**src/design/mpp_pkg.sv**
```systemverilog
`default_nettype none

package mpp_pkg;

  localparam logic [2:0] KIND_HEADER  = 3'd0;
  localparam logic [2:0] KIND_LENGTH  = 3'd1;
  localparam logic [2:0] KIND_TOPLEN  = 3'd2;
  localparam logic [2:0] KIND_TOPIC   = 3'd3;
  localparam logic [2:0] KIND_IDENT   = 3'd4;
  localparam logic [2:0] KIND_PAYLOAD = 3'd5;
  localparam logic [2:0] KIND_IGNORED = 3'd6;

  localparam logic [1:0] ST_OK        = 2'd0;
  localparam logic [1:0] ST_MALFORMED = 2'd1;
  localparam logic [1:0] ST_SHORT     = 2'd2;

  localparam logic [15:0] TOPIC_LIMIT_RESET = 16'd256;

  typedef struct packed {
    logic [7:0] rx_byte;
    logic       packet_start;
  } in_beat_t;

  typedef struct packed {
    logic [2:0]  byte_kind;
    logic [7:0]  data_byte;
    logic        topic_keep;
    logic        packet_done;
    logic [1:0]  status;
    logic [27:0] remaining_length;
    logic [1:0]  qos_level;
    logic [15:0] topic_length;
    logic [15:0] packet_ident;
    logic [27:0] payload_length;
  } out_beat_t;

  typedef struct packed {
    logic [2:0]  byte_kind;
    logic [7:0]  data_byte;
    logic        topic_keep;
    logic        packet_done;
    logic [1:0]  status;
    logic [27:0] remaining_length;
    logic [1:0]  qos_level;
    logic [15:0] topic_length;
    logic [15:0] packet_ident;
    logic        body_ge2;
  } cls_beat_t;

endpackage

`default_nettype wire

```
**src/design/mpp_front.sv**
```systemverilog
`default_nettype none

module mpp_front (
  input  wire logic              clk,
  input  wire logic              rst_n,
  input  wire logic              accept,
  input  wire mpp_pkg::in_beat_t in_beat,
  input  wire logic              cfg_wr_en,
  input  wire logic [15:0]       cfg_wr_data,
  output mpp_pkg::cls_beat_t     cls_beat
);
  import mpp_pkg::*;

  typedef enum logic [2:0] {
    PH_IDLE, PH_LEN, PH_TLEN, PH_TOPIC, PH_ID, PH_PAYLOAD
  } phase_t;

  phase_t      phase_r, phase_nxt, phase_mid;
  logic [3:0]  flags_r, flags_nxt;
  logic [27:0] len_r, len_nxt;
  logic [2:0]  lcnt_r, lcnt_nxt;
  logic [27:0] body_r, body_nxt;
  logic [15:0] tlen_r, tlen_nxt;
  logic [15:0] ident_r, ident_nxt;
  logic        id_lo_r, id_lo_nxt;
  logic [15:0] limit_r;

  logic [7:0]  b;
  logic [27:0] shifted;
  logic [27:0] len_sum;
  logic [27:0] body_inc;
  logic [27:0] pos_m1;
  logic [15:0] tlen_lo;
  phase_t      after_topic;

  assign b        = in_beat.rx_byte;
  assign body_inc = body_r + 28'd1;
  assign pos_m1   = body_r - 28'd1;
  assign len_sum  = len_r + shifted;
  assign tlen_lo  = tlen_r | {8'd0, b};
  assign after_topic = (flags_r[2:1] != 2'd0) ? PH_ID : PH_PAYLOAD;

  always_comb begin
    case (lcnt_r[1:0])
      2'd0:    shifted = {21'd0, b[6:0]};
      2'd1:    shifted = {14'd0, b[6:0], 7'd0};
      2'd2:    shifted = {7'd0, b[6:0], 14'd0};
      default: shifted = {b[6:0], 21'd0};
    endcase
  end

  always_comb begin
    phase_nxt = phase_r;
    phase_mid = phase_r;
    flags_nxt = flags_r;
    len_nxt   = len_r;
    lcnt_nxt  = lcnt_r;
    body_nxt  = body_r;
    tlen_nxt  = tlen_r;
    ident_nxt = ident_r;
    id_lo_nxt = id_lo_r;
    cls_beat.byte_kind   = KIND_IGNORED;
    cls_beat.topic_keep  = 1'b0;
    cls_beat.packet_done = 1'b0;
    cls_beat.status      = ST_OK;
    if (in_beat.packet_start) begin
      cls_beat.byte_kind = KIND_HEADER;
      flags_nxt = b[3:0];
      len_nxt   = '0;
      lcnt_nxt  = '0;
      body_nxt  = '0;
      tlen_nxt  = '0;
      ident_nxt = '0;
      id_lo_nxt = 1'b0;
      phase_nxt = PH_LEN;
    end else if (phase_r == PH_LEN) begin
      cls_beat.byte_kind = KIND_LENGTH;
      if (lcnt_r[2]) begin
        cls_beat.packet_done = 1'b1;
        cls_beat.status      = ST_MALFORMED;
        phase_nxt = PH_IDLE;
      end else begin
        len_nxt  = len_sum;
        lcnt_nxt = lcnt_r + 3'd1;
        if (!b[7]) begin
          if (len_sum == 28'd0) begin
            cls_beat.packet_done = 1'b1;
            cls_beat.status      = ST_SHORT;
            phase_nxt = PH_IDLE;
          end else begin
            phase_nxt = PH_TLEN;
          end
        end
      end
    end else if (phase_r != PH_IDLE) begin
      body_nxt = body_inc;
      case (phase_r)
        PH_TLEN: begin
          cls_beat.byte_kind = KIND_TOPLEN;
          if (body_r == 28'd0) begin
            tlen_nxt = {b, 8'd0};
          end else begin
            tlen_nxt  = tlen_lo;
            phase_mid = (tlen_lo != 16'd0) ? PH_TOPIC : after_topic;
          end
        end
        PH_TOPIC: begin
          cls_beat.byte_kind  = KIND_TOPIC;
          cls_beat.topic_keep = pos_m1 < {12'd0, limit_r};
          if (pos_m1 >= {12'd0, tlen_r}) begin
            phase_mid = after_topic;
          end
        end
        PH_ID: begin
          cls_beat.byte_kind = KIND_IDENT;
          if (!id_lo_r) begin
            ident_nxt = {b, 8'd0};
            id_lo_nxt = 1'b1;
          end else begin
            ident_nxt = ident_r | {8'd0, b};
            phase_mid = PH_PAYLOAD;
          end
        end
        default: begin
          cls_beat.byte_kind = KIND_PAYLOAD;
        end
      endcase
      phase_nxt = phase_mid;
      if (body_inc >= len_r) begin
        cls_beat.packet_done = 1'b1;
        cls_beat.status      = (phase_mid == PH_PAYLOAD) ? ST_OK : ST_SHORT;
        phase_nxt = PH_IDLE;
      end
    end
    cls_beat.data_byte        = b;
    cls_beat.remaining_length = len_nxt;
    cls_beat.qos_level        = flags_nxt[2:1];
    cls_beat.topic_length     = tlen_nxt;
    cls_beat.packet_ident     = ident_nxt;
    cls_beat.body_ge2         = |body_nxt[27:1];
  end

  always_ff @(posedge clk) begin
    if (!rst_n) begin
      phase_r <= PH_IDLE;
      flags_r <= '0;
      len_r   <= '0;
      lcnt_r  <= '0;
      body_r  <= '0;
      tlen_r  <= '0;
      ident_r <= '0;
      id_lo_r <= 1'b0;
      limit_r <= TOPIC_LIMIT_RESET;
    end else begin
      if (cfg_wr_en) begin
        limit_r <= cfg_wr_data;
      end
      if (accept) begin
        phase_r <= phase_nxt;
        flags_r <= flags_nxt;
        len_r   <= len_nxt;
        lcnt_r  <= lcnt_nxt;
        body_r  <= body_nxt;
        tlen_r  <= tlen_nxt;
        ident_r <= ident_nxt;
        id_lo_r <= id_lo_nxt;
      end
    end
  end

endmodule

`default_nettype wire

```
**src/design/mpp_fifo.sv**
```systemverilog
`default_nettype none

module mpp_fifo #(
  parameter int DEPTH = 2
) (
  input  wire logic               clk,
  input  wire logic               rst_n,
  input  wire logic               wr_en,
  input  wire mpp_pkg::cls_beat_t wr_data,
  input  wire logic               rd_en,
  output mpp_pkg::cls_beat_t      rd_data,
  output logic                    full,
  output logic                    nonempty
);
  import mpp_pkg::*;

  localparam int PW = $clog2(DEPTH);
  localparam int CW = $clog2(DEPTH + 1);
  localparam logic [PW-1:0] LAST = PW'(DEPTH - 1);

  cls_beat_t     slot_r [DEPTH];
  logic [PW-1:0] wp_r, rp_r;
  logic [CW-1:0] cnt_r;

  assign full     = cnt_r == CW'(DEPTH);
  assign nonempty = cnt_r != '0;
  assign rd_data  = slot_r[rp_r];

  always_ff @(posedge clk) begin
    if (wr_en) begin
      slot_r[wp_r] <= wr_data;
    end
  end

  always_ff @(posedge clk) begin
    if (!rst_n) begin
      wp_r  <= '0;
      rp_r  <= '0;
      cnt_r <= '0;
    end else begin
      if (wr_en) begin
        wp_r <= (wp_r == LAST) ? '0 : wp_r + PW'(1);
      end
      if (rd_en) begin
        rp_r <= (rp_r == LAST) ? '0 : rp_r + PW'(1);
      end
      if (wr_en && !rd_en) begin
        cnt_r <= cnt_r + CW'(1);
      end else if (!wr_en && rd_en) begin
        cnt_r <= cnt_r - CW'(1);
      end
    end
  end

endmodule

`default_nettype wire

```
**src/design/mpp_back.sv**
```systemverilog
`default_nettype none

module mpp_back (
  input  wire logic               clk,
  input  wire logic               rst_n,
  input  wire mpp_pkg::cls_beat_t cls_beat,
  input  wire logic               cls_avail,
  output logic                    cls_take,
  output mpp_pkg::out_beat_t      out_beat,
  output logic                    out_valid,
  input  wire logic               out_take
);
  import mpp_pkg::*;

  logic        valid_r;
  out_beat_t   beat_r, beat_nxt;
  logic [27:0] need;
  logic [27:0] pay;

  assign need = 28'd2 + {12'd0, cls_beat.topic_length}
              + ((cls_beat.qos_level != 2'd0) ? 28'd2 : 28'd0);
  assign pay  = (cls_beat.body_ge2 && cls_beat.remaining_length > need)
              ? cls_beat.remaining_length - need : 28'd0;

  assign cls_take  = cls_avail && (!valid_r || out_take);
  assign out_valid = valid_r;
  assign out_beat  = beat_r;

  always_comb begin
    beat_nxt.byte_kind        = cls_beat.byte_kind;
    beat_nxt.data_byte        = cls_beat.data_byte;
    beat_nxt.topic_keep       = cls_beat.topic_keep;
    beat_nxt.packet_done      = cls_beat.packet_done;
    beat_nxt.status           = cls_beat.status;
    beat_nxt.remaining_length = cls_beat.remaining_length;
    beat_nxt.qos_level        = cls_beat.qos_level;
    beat_nxt.topic_length     = cls_beat.topic_length;
    beat_nxt.packet_ident     = cls_beat.packet_ident;
    beat_nxt.payload_length   = pay;
  end

  always_ff @(posedge clk) begin
    if (cls_take) begin
      beat_r <= beat_nxt;
    end
  end

  always_ff @(posedge clk) begin
    if (!rst_n) begin
      valid_r <= 1'b0;
    end else if (cls_take) begin
      valid_r <= 1'b1;
    end else if (out_take) begin
      valid_r <= 1'b0;
    end
  end

endmodule

`default_nettype wire

```
**src/design/mqtt_publish_packet_parser.sv**
```systemverilog
`default_nettype none

// Parser for MQTT PUBLISH packets, one received byte per beat, with one result beat per
// input beat. A beat with packet_start set is the fixed header and restarts the parse.
// Every byte is classified (header, length, topic length, topic, packet id, payload, or
// ignored) and carries the packet fields decoded so far. The front stage classifies the
// byte and updates the parse state in the cycle it is accepted. A QUEUE_DEPTH entry queue
// sits between the front stage and the output stage. The output stage computes the
// payload length into the output register. A byte is accepted every cycle while results
// are popped. A result is registered in the queue and then in the output register.
// cfg_wr_data sets the topic buffer size (reset 256). Write it only while the block is idle.
module mqtt_publish_packet_parser #(
  parameter int QUEUE_DEPTH = 2
) (
  input  wire logic               clk,
  input  wire logic               rst_n,
  input  wire logic               push,
  output logic                    full,
  input  wire mpp_pkg::in_beat_t  in_data,
  output logic                    empty,
  input  wire logic               pop,
  output mpp_pkg::out_beat_t      out_data,
  input  wire logic               cfg_wr_en,
  input  wire logic [15:0]        cfg_wr_data
);
  import mpp_pkg::*;

  cls_beat_t cls_in, cls_out;
  logic      accept;
  logic      q_full, q_avail, q_take;
  logic      out_valid;

  assign accept = push && !q_full;
  assign full   = q_full;
  assign empty  = !out_valid;

  mpp_front u_front (
    .clk         (clk),
    .rst_n       (rst_n),
    .accept      (accept),
    .in_beat     (in_data),
    .cfg_wr_en   (cfg_wr_en),
    .cfg_wr_data (cfg_wr_data),
    .cls_beat    (cls_in)
  );

  mpp_fifo #(
    .DEPTH (QUEUE_DEPTH)
  ) u_fifo (
    .clk      (clk),
    .rst_n    (rst_n),
    .wr_en    (accept),
    .wr_data  (cls_in),
    .rd_en    (q_take),
    .rd_data  (cls_out),
    .full     (q_full),
    .nonempty (q_avail)
  );

  mpp_back u_back (
    .clk       (clk),
    .rst_n     (rst_n),
    .cls_beat  (cls_out),
    .cls_avail (q_avail),
    .cls_take  (q_take),
    .out_beat  (out_data),
    .out_valid (out_valid),
    .out_take  (pop)
  );

endmodule

`default_nettype wire

```
**config.mk**
```make
export PLATFORM = sky130hd
export DESIGN_NAME = mqtt_publish_packet_parser
export DESIGN_NICKNAME = d
export VERILOG_FILES = /design/src/design/mpp_pkg.sv /design/src/design/mpp_front.sv /design/src/design/mpp_fifo.sv /design/src/design/mpp_back.sv /design/src/design/mqtt_publish_packet_parser.sv
export SDC_FILE = /design/constraint.sdc
export NUM_CORES = 1
export LEC_CHECK = 0
export ABC_AREA = 1
export BUFFER_PORTS_ARGS = -buffer_cell sky130_fd_sc_hd__clkbuf_2
export CAP_MARGIN = 10
export CORE_MARGIN = 10
export CORE_UTILIZATION = 33
export CTS_CLUSTER_DIAMETER = 50
export DETAILED_ROUTE_END_ITERATION = 10
export PLACE_DENSITY = 0.46
export SYNTH_ARGS = -nofsm -noshare
export SYNTH_HDL_FRONTEND = slang
export SYNTH_HIERARCHICAL = 1
export SYNTH_SLANG_ARGS = --single-unit
```
**constraint.sdc**
```tcl
create_clock -name clk -period 8.5 [get_ports clk]
set_input_delay 1.275 -clock clk [delete_from_list [all_inputs] [get_ports clk]]
set_output_delay 1.275 -clock clk [all_outputs]
set_load 0.02 [all_outputs]
```
* Word-level counts from Yosys, hierarchy flattened
Memory sizes are Yosys's and may differ from the RTL's. A register that Yosys moved wholly into a read port is not among the register bits.
Cells that the tools add are included.
** Storage, ports and cells
- Flip-flop bits (word level) :: 224
- Latch bits :: 0
- Bits in writable memories :: 156
- Memory bits (read-only) :: 0
- Logic and storage cells :: 152
- Memories :: 1
** Cells by class
- Add/subtract/negate cells :: 11
- Multipliers :: 0
- Divide/modulo/power cells :: 0
- Magnitude comparators :: 4
- Equality and inequality tests :: 11
- Shift operators :: 0
- Multiplexer cells :: 66
- Bitwise gates (word level) :: 2
- Reductions and logical operators :: 31
** Memories
- u_fifo.slot_r :: depth 2, bits a word 78, rd ports 1, clocked after memory_dff 1, write ports 1, RTL line mpp_fifo.sv:21 : cls_beat_t slot_r [DEPTH];
** Operator list (number)
- $mux 28 :: 6
- $mux 16 :: 10
- $pmux 28 s3 :: 1
- $mux 3 :: 25
- $add 28x28->28 :: 2
- $logic_not 28->1 :: 2
- $or 16x8->16 :: 2
- $add 28x1->28 const B :: 1
- $ge 28x16->1 :: 1
- $ge 28x28->1 :: 1
- $gt 28x28->1 :: 1
- $lt 28x16->1 :: 1
- $sub 28x1->28 const B :: 1
- $sub 28x28->28 :: 1
- $reduce_or 27->1 :: 1
- $pmux 3 s3 :: 2
- $add 2x16->17 const A :: 1
- $reduce_bool 16->1 :: 1
- $reduce_bool 2->1 :: 8
- $mux 1 :: 15
- $mux 2 :: 5
- $reduce_and 3->1 :: 3
- $mux 4 :: 2
- $eq 3x2->1 const B :: 2
- other kinds (17) :: 30

* Logic depth before layout (Yosys ltp)
- Depth after elaboration :: 14
- Gate-level depth with buffers :: 26

* Hierarchy
Netlist, hierarchy kept.
** Modules (own cells, without submodules)
- mpp_front :: instances 1, cells each 1812, area each 10867.9 sq um, sequential area each 2262.2 sq um
- mpp_fifo :: instances 1, cells each 278, area each 5935.7 sq um, sequential area each 4784.6 sq um
- mpp_back :: instances 1, cells each 539, area each 5277.6 sq um, sequential area each 3173.0 sq um
- mqtt_publish_packet_parser :: instances 1, cells each 3, area each 13.8 sq um, sequential area each 0.0 sq um

* Worst setup path before layout
OpenSTA, ideal clock, no wires.
- Kind :: input port to flip-flop
- Start point :: input port pop
- End point :: register u_fifo.cnt_r[1]
- Library setup time :: 0.064 ns
- Arrival time :: 7.462 ns
- Required time :: 8.436 ns
- Setup slack :: 0.974 ns
- Cell stages on the path :: 9
- Cell sequence :: inv_1 -> a21oi_1 -> inv_1 -> ha_1 -> inv_1 -> nand3_1 -> nand2_1 -> inv_1 -> nor2_1
** On the way
- Longest elaborated chain between the ends :: 5
- Elaborated cells between the ends (all ways) :: 7
- Those cells by class :: 1 x mux; 6 x reduce/logical
** RTL lines
- start: declaration :: RTL line mqtt_publish_packet_parser.sv:21 : input wire logic pop,
- $logic_or 1x1->1 (*) :: RTL line mpp_back.sv:25 : assign cls_take = cls_avail && (!valid_r || out_take);
- $logic_and 1x1->1 (*) :: RTL line mpp_back.sv:25
- net q_take :: RTL line mqtt_publish_packet_parser.sv:30 : logic q_full, q_avail, q_take;
- $logic_not 1->1 :: RTL line mpp_fifo.sv:47 : if (wr_en && !rd_en) begin
- $logic_and 1x1->1 :: RTL line mpp_fifo.sv:47
- $mux 2 / $reduce_bool 2->1 (equally long branches)
- end signal: assignment :: RTL line mpp_fifo.sv:48 : cnt_r <= cnt_r + CW'(1);
- end signal: assignment :: RTL line mpp_fifo.sv:50 : cnt_r <= cnt_r - CW'(1);
- end: declaration :: RTL line mpp_fifo.sv:23 : logic [CW-1:0] cnt_r;
Mark *: on every way through the listed nets, which the timed path passes. The rest lies on a longest branch.
A chain may end at the register's enable or synchronous reset.

==> summary.md <==
| Metric | Value |
|---|---|
| Clk buf depth | 3 |
| Die H | 278.8 um |
| Synth top area share | 35.47% |
| Initial antenna violation count | 3 |
| Port Buf Inserts | 136 |
| Rows | 94 |
| Final Cycle Share | 57.86% |
| First-pass GRT wire length | 108000 um |
| Total power | 8.718 mW |
| Layout cells sized above 1 | 13.53% |
| Yosys top cell by area | edfxtp_1 |
| Startpoint types | register |
| Power Density | 344.4 nW/um2 |
| Clock power share | 25.0% |
| Critical Path Sink | u_back/out_beat[26] |
| Fillers | 6795 |
| Worst min path class | reg2reg |
| Setup Fix Bufs, Post-CTS | 0 |
| Final hold violations | 0 |
| Status | finished, final reports clean |
| Post-route DRC violation count | 0 |
| Placed cell area | 23530 um2 |
| Synth Instances | 2632 |
| Post-synth top cells | 561 x nand2_1, 451 x inv_1, 261 x edfxtp_1, 224 x nor2_1, 195 x a21oi_1 |
| Sw frac | 41.67% |
| H-tree levels | 2 |
| Ys flop type | edfxtp_1 |
| Number of synthesized flops with an enable pin | 261 |
| RR Endpoint | u_back/out_beat[26] |
| Worst IR Drop VDD | 161.3 uV |
| Die ar. | 77700 um2 |
| Post-DP HPWL | 56050 um |
| Critical Path AT | 5.27 ns |
| Setup TNS | 0 ns |
| CTS resizes | 0 |
| Final RePlAce weighted congestion | 0.9102 |
| Fin area | 25310 um2 |
| Initial Utilization | 33.43% |
| NetSw | 3.632 mW |
| Top post-synthesis cells by area | edfxtp_1 35%, dfxtp_1 11%, nand2_1 9.5% |
| Synthesis warning total | 6 |
| Initial DRC Count | 1296 |
| Detailed Route WL | 71870 um |
| Distinct cells, synth | 60 |
| Largest net degree at the start of global routing | 79 |
| Final Util | 38.30% |
| Vias | 18015 |
| Combinational Power Share | 41.8% |
| Max-cap violation count | 0 |
| Worst Path Required | 8.85 ns |
| GRT Residual Overflow | 0 |
| Tmin final | 4.918 ns |
| Normalized max-slew margin | 33.41% |
| Clock sinks | 380 |
| Total GRT Usage | 18.06% |
| Cells on worst reg2reg path | 21 |
| LEAKAGE | 11.50 nW |
| Setup crit end kind | register |
| CTS tree | yes |
| Synth Cell Area | 22090 um2 |
| Later-pin clock latency in the skew report | 0.61 ns |
| Vias in the first global route | 17558 |
| Clk root buf | clkbuf_16 |
| Final setup vio count | 0 |
| Synthesis-stage register bit count | 380 |
| Part of the power in registers | 33.2% |
| CTS Hold Buffers Added | 0 |
| Wire per inst | 19.59 um |
| Max Clk Rate | 0.2033 GHz |
| Synth async-reset ratio | 0% |
| # IOs | 137 |
| Vias/cell | 4.911 |
| Net count, final | 2903 |
| Die W | 278.8 um |
| Post-synthesis sequential area ratio | 46.25% |
| Setup repair after global routing missed its margin | no |
| Final Max Slew Viols | 0 |
| Syn Area/Cell | 8.395 um2 |
| Syn nets | 2778 |
| R2R Setup Slk | 3.58 ns |
| Final ANT Viol Nets | 0 |
| TritonRoute pass-1 iters | 6 |
| Clock-pin slew on the worst setup and hold paths | 0.06 ns |
| Maximum fanout along the worst path | 43 |
| Kind of critical path | reg2reg |
| Final clock skew | 0.03059 ns |
| Worst-margin pin slew | 0.9989 ns |
| P_int | 5.086 mW |
| Most numerous cell in the Yosys netlist | nand2_1 |
| Area grow syn2layout | 14.57% |
| Core Region | 66100 um2 |
| Clock buffer count from CTS | 53 |
[cells in the final DEF (no fill, tap or decap), types with 6 or more instances in the layout]
master,count
mux2_4,20
a31oi_1,8
inv_1,450
dfxtp_1,118
o211ai_1,7
buf_4,13
nor3_1,34
ha_1,114
o22ai_1,18
nand4_1,42
a211oi_1,11
a21oi_1,194
o21ai_1,7
nor2_2,10
o21ai_0,153
clkinvlp_4,7
mux2_2,58
nand2_2,7
inv_2,8
xor2_1,57
clkbuf_16,53
clkinv_2,10
edfxtp_1,261
a21oi_2,6
nor2_4,7
nand3b_1,7
nand2_1,561
clkbuf_2,136
nand3_1,110
nor2_1,222
nor4_1,6
[area by class of cell]
type / instances / area (um2) / area share [%]
clock buffers: 63 / 1414 / 5.585
inverters: 460 / 1728 / 6.826
diodes: 2 / 5.005 / 0.01977
well taps: 864 / 1081 / 4.270
repair buffers: 149 / 778.2 / 3.074
clock inverters: 37 / 369.1 / 1.458
multi-input cells: 1713 / 9716 / 38.38
flip-flops and latches: 380 / 10220 / 40.39
[per-stage QoR]
step | instances | hold slack [ns] | setup WS, ns
after floorplan | 2632 | 0.4395 | 0.9739
after global placement | 3566 | 0.4530 | 3.533
after detailed placement | 3566 | 0.4589 | 3.513
after CTS | 3666 | 0.4682 | 3.496
after global routing | 3666 | 0.5040 | 3.187
final | 3668 | 0.4695 | 3.582
[worst max-delay path, cell delays in order, from the launching register on]
cell and delay [ns]:
dfxtp_4 0.70, buf_4 0.65, mux2_2 0.42, nor2_1 0.16
ha_1 0.18, inv_1 0.04, ha_1 0.19, ha_1 0.21
nand3_1 0.12, inv_1 0.09, nand3_1 0.09, xor2_1 0.08
ha_1 0.37, nand2_1 0.13, nor2_1 0.35, nand4_1 0.15
nand3_1 0.22, nand2_1 0.18, nand2_1 0.11, nand2_1 0.05
nand2_1 0.09, nor2_1 0.05
[registers in the layout (all words and copies together) (netlist names), named ones only]
register / cells
u_front/lcnt_r: 3
u_front/body_r: 28
u_fifo/slot_r: 156
u_fifo/rp_r: 1
u_front/id_lo_r: 1
u_front/flags_r: 2
u_front/tlen_r: 16
u_front/limit_r: 16
u_front/len_r: 28
u_fifo/cnt_r: 2
u_back/out_valid: 1
u_back/out_beat: 105
u_front/phase_r: 3
u_fifo/wp_r: 1
u_front/ident_r: 16
[power by group through the flow]
| stage | logic (mW) | clock network (mW) | registers, mW |
|---|---|---|---|
| global route | 4.10 | 2.33 | 2.94 |
| finish | 3.65 | 2.18 | 2.89 |
| floorplan | 2.25 | 0 | 3.23 |
| global placement | 3.66 | 0 | 2.93 |
| CTS | 3.71 | 2.26 | 2.90 |
| detailed placement | 3.69 | 0 | 2.94 |
[how the worst min path moves through the flow]
stage | from | end | slack (ns) | cells past startpoint
final | u_front/tlen_r[13] | u_front/tlen_r[13] | 0.47 | 2
after global routing | u_front/limit_r[9] | u_front/limit_r[9] | 0.50 | 2
after CTS | u_front/tlen_r[13] | u_front/tlen_r[13] | 0.47 | 2
after detailed placement | u_front/tlen_r[13] | u_front/tlen_r[13] | 0.46 | 2
after global placement | u_front/tlen_r[13] | u_front/tlen_r[13] | 0.45 | 2
after floorplan | u_front/limit_r[10] | u_front/limit_r[10] | 0.44 | 2
[kinds of logic (layout without fill, tap and decap cells)]
family          Yosys count  count (layout)  synth area share, %
compound gates          434             434                10.69
xor+xnor                 62              62                2.458
fa+ha+maj               116             116                6.637
buf+inv                 539             709                9.893
flops                   380             380                46.25
mux                      78              78                4.315
other cells               0               2                    0
simple gates           1023            1023                19.76
[per-layer routing]
layer,share of wire (%),wire length [um],global-route usage [%],vias up
met1,44,31840,23.34,8529
met3,5.5,3945,2.886,92
met2,47,33950,30.34,450
met4,3.0,2138,6.062,0
li1,-,-,-,8944
met5,0,0,0,-
Note: power is estimated with default switching activity, not from simulation.
